`src/hw/rtl/idfl_pkg.sv`:
```
// Shared types and constants for the identifier free-list allocator.
// No dependencies; imported by the top level of the block.
`timescale 1ns / 1ps
`default_nettype none
package idfl_pkg;

    localparam int POOL_SIZE = 8;
    localparam int ID_W      = 8;
    localparam int CNT_W     = $clog2(POOL_SIZE + 1);
    localparam int IDX_W     = (POOL_SIZE > 1) ? $clog2(POOL_SIZE) : 1;

    localparam logic [1:0] CMD_ACQUIRE = 2'd0;
    localparam logic [1:0] CMD_RELEASE = 2'd1;

    typedef enum logic [1:0] {
        STATUS_OK      = 2'd0,
        STATUS_EMPTY   = 2'd1,
        STATUS_REJECT  = 2'd2,
        STATUS_UNKNOWN = 2'd3
    } status_t;

    typedef enum logic {
        ST_IDLE,
        ST_POP
    } fsm_state_t;

    typedef struct packed {
        logic [1:0]      command;
        logic [ID_W-1:0] release_id;
    } req_word_t;

    typedef struct packed {
        logic [ID_W-1:0] granted_id;
        status_t         status;
    } rsp_word_t;

endpackage
`default_nettype wire

```
`src/hw/rtl/idfl_ram.sv`:
```
// Generic single-port-write, single-port-read RAM with registered read data.
// No dependencies; holds the free-identifier stack.
`timescale 1ns / 1ps
`default_nettype none
module idfl_ram #(
    parameter int WIDTH = 8,
    parameter int DEPTH = 8,
    parameter int ADDR_W = (DEPTH > 1) ? $clog2(DEPTH) : 1
) (
    input  wire logic              clk,
    input  wire logic              we,
    input  wire logic [ADDR_W-1:0] waddr,
    input  wire logic [WIDTH-1:0]  wdata,
    input  wire logic              re,
    input  wire logic [ADDR_W-1:0] raddr,
    output logic      [WIDTH-1:0]  rdata
);

    logic [WIDTH-1:0] mem [DEPTH];

    always_ff @(posedge clk)
    begin
        if (we)
        begin
            mem[waddr] <= wdata;
        end
        if (re)
        begin
            rdata <= mem[raddr];
        end
    end

endmodule
`default_nettype wire

```
`src/hw/rtl/id_free_list_allocator_unit.sv`:
```
// Top level of the identifier free-list allocator.
// Depends on idfl_pkg and idfl_ram.
// Release, unknown commands and an acquire from an empty pool write their result
// straight into the output register. An acquire from a non-empty pool first goes
// through the pop state, because the top of the free stack is read from a RAM with
// registered read data, and the input stalls in that state. Otherwise a new request
// word is taken while the previous result still sits in the output register, as long
// as that register is free or drains that cycle. The stack RAM needs no clearing pass:
// per-entry written bits make an unwritten entry read as its reset identifier.
`timescale 1ns / 1ps
`default_nettype none
module id_free_list_allocator_unit
    import idfl_pkg::*;
(
    input  wire logic      clk,
    input  wire logic      rst_n,
    input  wire logic      in_valid,
    output logic           in_stall,
    input  wire req_word_t in_word,
    output logic           out_valid,
    input  wire logic      out_stall,
    output rsp_word_t      out_word
);

    fsm_state_t state_reg, state_next;
    logic [CNT_W-1:0]     count_reg, count_next;
    logic [POOL_SIZE-1:0] taken_reg, taken_next;
    logic [POOL_SIZE-1:0] written_reg, written_next;
    logic                 out_valid_reg, out_valid_next;
    rsp_word_t            out_word_reg, out_word_next;
    logic                 rd_written_reg, rd_written_next;
    logic [IDX_W-1:0]     rd_idx_reg, rd_idx_next;

    logic             in_accept;
    logic             ram_we, ram_re;
    logic [IDX_W-1:0] ram_waddr, ram_raddr;
    logic [ID_W-1:0]  ram_rdata;
    logic [ID_W-1:0]  rid_m1;
    logic [IDX_W-1:0] rid_idx;
    logic             rid_ok;
    logic [ID_W-1:0]  pop_id, pop_id_m1;
    logic [IDX_W-1:0] top_idx, push_idx;

    idfl_ram #(
        .WIDTH(ID_W),
        .DEPTH(POOL_SIZE)
    ) u_stack (
        .clk  (clk),
        .we   (ram_we),
        .waddr(ram_waddr),
        .wdata(in_word.release_id),
        .re   (ram_re),
        .raddr(ram_raddr),
        .rdata(ram_rdata)
    );

    assign in_stall  = (state_reg != ST_IDLE) || (out_valid_reg && out_stall);
    assign in_accept = in_valid && !in_stall;
    assign out_valid = out_valid_reg;
    assign out_word  = out_word_reg;

    assign rid_m1   = in_word.release_id - ID_W'(1);
    assign rid_idx  = rid_m1[IDX_W-1:0];
    assign top_idx  = IDX_W'(count_reg - CNT_W'(1));
    assign push_idx = IDX_W'(count_reg);
    assign rid_ok   = (in_word.release_id >= ID_W'(1))
                   && (in_word.release_id <= ID_W'(POOL_SIZE))
                   && taken_reg[rid_idx]
                   && (count_reg < CNT_W'(POOL_SIZE));

    assign pop_id    = rd_written_reg ? ram_rdata : (ID_W'(rd_idx_reg) + ID_W'(1));
    assign pop_id_m1 = pop_id - ID_W'(1);

    always_ff @(posedge clk or negedge rst_n)
    begin
        if (!rst_n)
        begin
            state_reg     <= ST_IDLE;
            count_reg     <= CNT_W'(POOL_SIZE);
            taken_reg     <= '0;
            written_reg   <= '0;
            out_valid_reg <= 1'b0;
        end
        else
        begin
            state_reg     <= state_next;
            count_reg     <= count_next;
            taken_reg     <= taken_next;
            written_reg   <= written_next;
            out_valid_reg <= out_valid_next;
        end
    end

    always_ff @(posedge clk)
    begin
        out_word_reg   <= out_word_next;
        rd_written_reg <= rd_written_next;
        rd_idx_reg     <= rd_idx_next;
    end

    always_comb
    begin
        state_next      = state_reg;
        count_next      = count_reg;
        taken_next      = taken_reg;
        written_next    = written_reg;
        out_valid_next  = out_valid_reg && out_stall;
        out_word_next   = out_word_reg;
        rd_written_next = rd_written_reg;
        rd_idx_next     = rd_idx_reg;
        ram_we          = 1'b0;
        ram_waddr       = push_idx;
        ram_re          = 1'b0;
        ram_raddr       = top_idx;

        unique case (state_reg)
            ST_IDLE:
            begin
                if (in_accept)
                begin
                    priority if (in_word.command == CMD_ACQUIRE)
                    begin
                        if (count_reg == '0)
                        begin
                            out_valid_next = 1'b1;
                            out_word_next  = '{granted_id: '0, status: STATUS_EMPTY};
                        end
                        else
                        begin
                            ram_re          = 1'b1;
                            rd_idx_next     = top_idx;
                            rd_written_next = written_reg[top_idx];
                            state_next      = ST_POP;
                        end
                    end
                    else if (in_word.command == CMD_RELEASE)
                    begin
                        out_valid_next = 1'b1;
                        if (rid_ok)
                        begin
                            ram_we                 = 1'b1;
                            written_next[push_idx] = 1'b1;
                            taken_next[rid_idx]    = 1'b0;
                            count_next             = count_reg + CNT_W'(1);
                            out_word_next = '{granted_id: '0, status: STATUS_OK};
                        end
                        else
                        begin
                            out_word_next = '{granted_id: '0, status: STATUS_REJECT};
                        end
                    end
                    else
                    begin
                        out_valid_next = 1'b1;
                        out_word_next  = '{granted_id: '0, status: STATUS_UNKNOWN};
                    end
                end
            end
            ST_POP:
            begin
                count_next = count_reg - CNT_W'(1);
                if ((pop_id >= ID_W'(1)) && (pop_id <= ID_W'(POOL_SIZE)))
                begin
                    taken_next[pop_id_m1[IDX_W-1:0]] = 1'b1;
                end
                out_valid_next = 1'b1;
                out_word_next  = '{granted_id: pop_id, status: STATUS_OK};
                state_next     = ST_IDLE;
            end
            default:
            begin
                state_next = ST_IDLE;
            end
        endcase
    end

    a_count_bound: assert property (@(posedge clk) disable iff (!rst_n)
        count_reg <= CNT_W'(POOL_SIZE))
        else $error("free count above pool size");

    a_pool_balance: assert property (@(posedge clk) disable iff (!rst_n)
        (32'($countones(taken_reg)) + 32'(count_reg)) == 32'(POOL_SIZE))
        else $error("acquired bits and free count disagree");

    a_pop_after_acquire: assert property (@(posedge clk) disable iff (!rst_n)
        (state_reg == ST_POP) |-> $past(in_accept && (in_word.command == CMD_ACQUIRE)))
        else $error("pop without an accepted acquire");

    a_pop_out_free: assert property (@(posedge clk) disable iff (!rst_n)
        (state_reg == ST_POP) |-> !out_valid_reg)
        else $error("output register busy during pop");

    a_pop_returns: assert property (@(posedge clk) disable iff (!rst_n)
        (state_reg == ST_POP) |=> (state_reg == ST_IDLE) && out_valid_reg)
        else $error("pop did not produce a result");

endmodule
`default_nettype wire
```
`config.mk`:
```
export PLATFORM = sky130hd
export DESIGN_NAME = id_free_list_allocator_unit
export DESIGN_NICKNAME = d
export VERILOG_FILES = /design/src/hw/rtl/idfl_pkg.sv /design/src/hw/rtl/idfl_ram.sv /design/src/hw/rtl/id_free_list_allocator_unit.sv
export SDC_FILE = /design/constraint.sdc
export NUM_CORES = 1
export LEC_CHECK = 0
export ABC_AREA = 1
export BUFFER_PORTS_ARGS = -buffer_cell sky130_fd_sc_hd__buf_2
export CAP_MARGIN = 20
export CORE_MARGIN = 2
export CORE_UTILIZATION = 60
export CTS_CLUSTER_DIAMETER = 30
export CTS_CLUSTER_SIZE = 14
export DETAILED_ROUTE_END_ITERATION = 10
export PLACE_DENSITY = 0.88
export SKIP_LAST_GASP = 1
export SYNTH_ARGS = -nofsm -noshare
export SYNTH_HDL_FRONTEND = slang
export SYNTH_SLANG_ARGS = --single-unit
```
`constraint.sdc`:
```
create_clock -name clk -period 2.62 [get_ports clk]
set_clock_uncertainty 0.1 [all_clocks]
set_input_delay 0.262 -clock clk [delete_from_list [all_inputs] [get_ports clk]]
set_output_delay 0.262 -clock clk [all_outputs]
set_load 0.05 [all_outputs]
```
==> key figures <==
Run status
  • Status: finished, final reports clean

Power
  • Clock share of power: 19.1%
  • Leak: 2.20 nW
  • Sw Share: 41.7%
  • Reg power frac: 41.0%
  • Peak supply drop: 0.712 mV
  • Psw: 0.00225 W
  • Combinational share of power: 39.8%
  • P per Cell Area: 985 nW/um2
  • Internal: 0.00315 W

Timing
  • Fmax: 434 MHz
  • Slew at the pin closest to its max-slew limit: 680 ps
  • Pins Over Slew Limit: 0
  • Count of final setup violators: 0
  • Unrepaired setup endpoints after global routing: false
  • Fin crit share: 87.9%
  • Relative slew slack: 54.5%
  • Final setup margin: 316 ps
  • Fin. Hold Viols: 0
  • Setup tns final: 0 ps
  • Post-route minimum period: 2300 ps

GRT
  • Largest net degree at the start of global routing: 43
  • GRT Total Usage: 25.8%
  • GRT Residual Overflow: 0
  • Initial antenna violation count: 0
  • Vias in the first global route: 3510
  • First-pass GRT wire length: 17400 um

Synth
  • Ys Warns: 0
  • Post-synth top area cell: edfxtp_1
  • Top_reg_cell synth: edfxtp_1
  • Mapped Nets: 512
  • Syn Area/Cell: 10.2 um2
  • Post-Syn Area: 4990 um2
  • Synth top area share: 51.7%
  • Synth top area cells: edfxtp_1, dfrtp_1, nor2_1
  • FF+latch count, synth: 108
  • Synth unique cells: 40
  • Cells after Synth: 491
  • EDFF count, synth: 86
  • Async SR Flop Fraction: 20.4%
  • Seq/Total Area, Yosys: 62.8%

Drt
  • Iter 0 DRT Violations: 428
  • DR WL/cell: 16.6 um
  • Via density: 5.80
  • DR vias: 3668
  • Final WL: 10500 um
  • DR DRC count: 0
  • Post-route ant nets: 0
  • DR pass1 iterations: 5

Layout
  • ANT cells: 0
  • Commonest non-fill, non-tap cells in the layout: nor2_1, edfxtp_1, nand2_1
  • Share of cells above drive strength 1: 16.5%
  • Most common cell after layout, fill and taps aside: nor2_1
  • Post-Layout Cell Count: 632
  • Filler cells: 591
  • Final layout net count: 543
  • Layout area overhead: 9.72%
  • Footprint of the multi-input gates: 1620 um2
  • Max FFs per register: 64
  • FF/Latch Area: 3130 um2

Critical path
  • Startpoint Class: flop
  • Critical path class: flop to flop
  • Crit path DAT: 2480 ps
  • Req. time, crit path: 2790 ps
  • Register-to-Register Path Depth: 10
  • CP max FO: 9
  • Setup crit end kind: flop

Clocking
  • Setup repair bufs after CTS: 0
  • Htree depth: 3
  • Clk Latency, worst-skew pair: 380 ps
  • Clk sinks: 108
  • CTS tree: done
  • Worst-path clk slew: 110 ps
  • Clock Path Buffers: 2
  • Root Buffer: clkbuf_8
  • CTS resizes: 0
  • TritonCTS buffer count: 9

Placement
  • Cells after DPL: 615
  • Final GP Congestion: 0.905
  • Number of port buffers: 25
  • Hpwl dp: 7170 um
  • Placement Setup Slack: 163 ps

Floorplanning
  • # rows: 33
  • IO Count: 26
  • Initial core utilization: 61.4%
  • Die W: 95.2 um
  • Core area: 8130 um2
  • Die height: 95.2 um
  • Die area: 9070 um2

Worst hold path
  • Hold depth: 3
  • Worst hold path type: primary input to flop

Job
  • Max-Cap Viols: 0
==> cell usage after synthesis (3+ instances only) <==
cell type,n
a31oi_1,9
clkbuf_1,12
o22ai_1,8
dfrtp_1,21
nand2_1,80
nor2_1,89
nor2_2,5
nand2_2,8
edfxtp_1,86
nand4_1,5
nand3_1,38
nand2_4,3
inv_1,31
inv_2,7
buf_2,3
a21oi_1,6
o21ai_1,3
ha_1,7
o21ai_0,44
==> area by class of cell <==
class,instances,area share (%)
flip-flops and latches,108,57.2
multi-input cells,324,29.6
well taps,105,2.40
clock inverters,7,1.53
repair buffers,39,4.25
clock buffers,9,2.26
inverters,40,2.79
==> logic make-up (layout without fill, tap and decap cells) <==
logic type,Yosys count,in the layout,share of synthesized area (%)
XOR/XNOR,3,3,0.526
adder cells (fa/ha/maj),7,7,1.75
flip-flops,108,108,62.8
AND/OR/NAND/NOR,237,237,21.5
buffers and inverters,59,95,4.78
AO/OA/AOI/OAI,76,76,8.44
multiplexers,1,1,0.200
==> through the flow <==
stage	cell area (um2)	hold WS, ps	total power (W)	utilization (%)
after global placement	5260	154	0.00425	64.7
after CTS	5480	47.0	0.00537	67.4
final	5480	60.1	0.00540	67.4
after detailed placement	5260	169	0.00435	64.7
after floorplan	4990	-134	0.00380	-
after global routing	5480	71.0	0.00573	67.4
==> layer usage <==
layer	GRT usage, %	vias up	wire (um)
met5	0	-	0
met4	8.21	0	174
met3	4.43	18	871
met2	42.1	196	5150
met1	35.5	1718	4330
li1	-	1736	-
==> worst max-delay path: stages (launching register included) <==
cell and delay [ps]:
edfxtp_1 410, ha_1 320, mux2i_1 290, ha_1 270
nand3_1 140, nand2_1 90, nand3_1 90, o21ai_2 210
nand2_4 140, nand2_1 80, nand2_1 50
==> power by group through the flow <==
stage	combinational (W)	clock (W)	sequential, W
5_1_grt	0.00239	0.00111	0.00223
2_1_floorplan	0.00149	0	0.00231
4_1_cts	0.00211	0.00105	0.00221
3_5_place_dp	0.00210	0	0.00225
6_report	0.00215	0.00103	0.00221
3_3_place_gp	0.00201	0	0.00224
==> worst paths after layout <==
| kind | endpoint | startpoint | slack [ps] |
|---|---|---|---|
| max in group asynchronous | count_reg[3]$_DFFE_PN1P_ | rst_n | 1760 |
| max reg2reg | taken_reg[1]$_DFFE_PN0P_ | rd_idx_reg[0]$_DFFE_PP_ | 320 |
| min in group asynchronous | taken_reg[5]$_DFFE_PN0P_ | rst_n | 280 |
| min | out_valid$_DFF_PN0_ | in_valid | 60 |
| min reg2reg | written_reg[0]$_DFFE_PN0P_ | written_reg[0]$_DFFE_PN0P_ | 370 |
| max | taken_reg[1]$_DFFE_PN0P_ | rd_idx_reg[0]$_DFFE_PP_ | 320 |
==> timing repair <==
item                       in CTS  in global routing
hold buffers                    1                  0
hold endpoints to repair       21                  0
setup endpoints to repair       0                  0
Note: power is estimated with default switching activity, not from simulation.
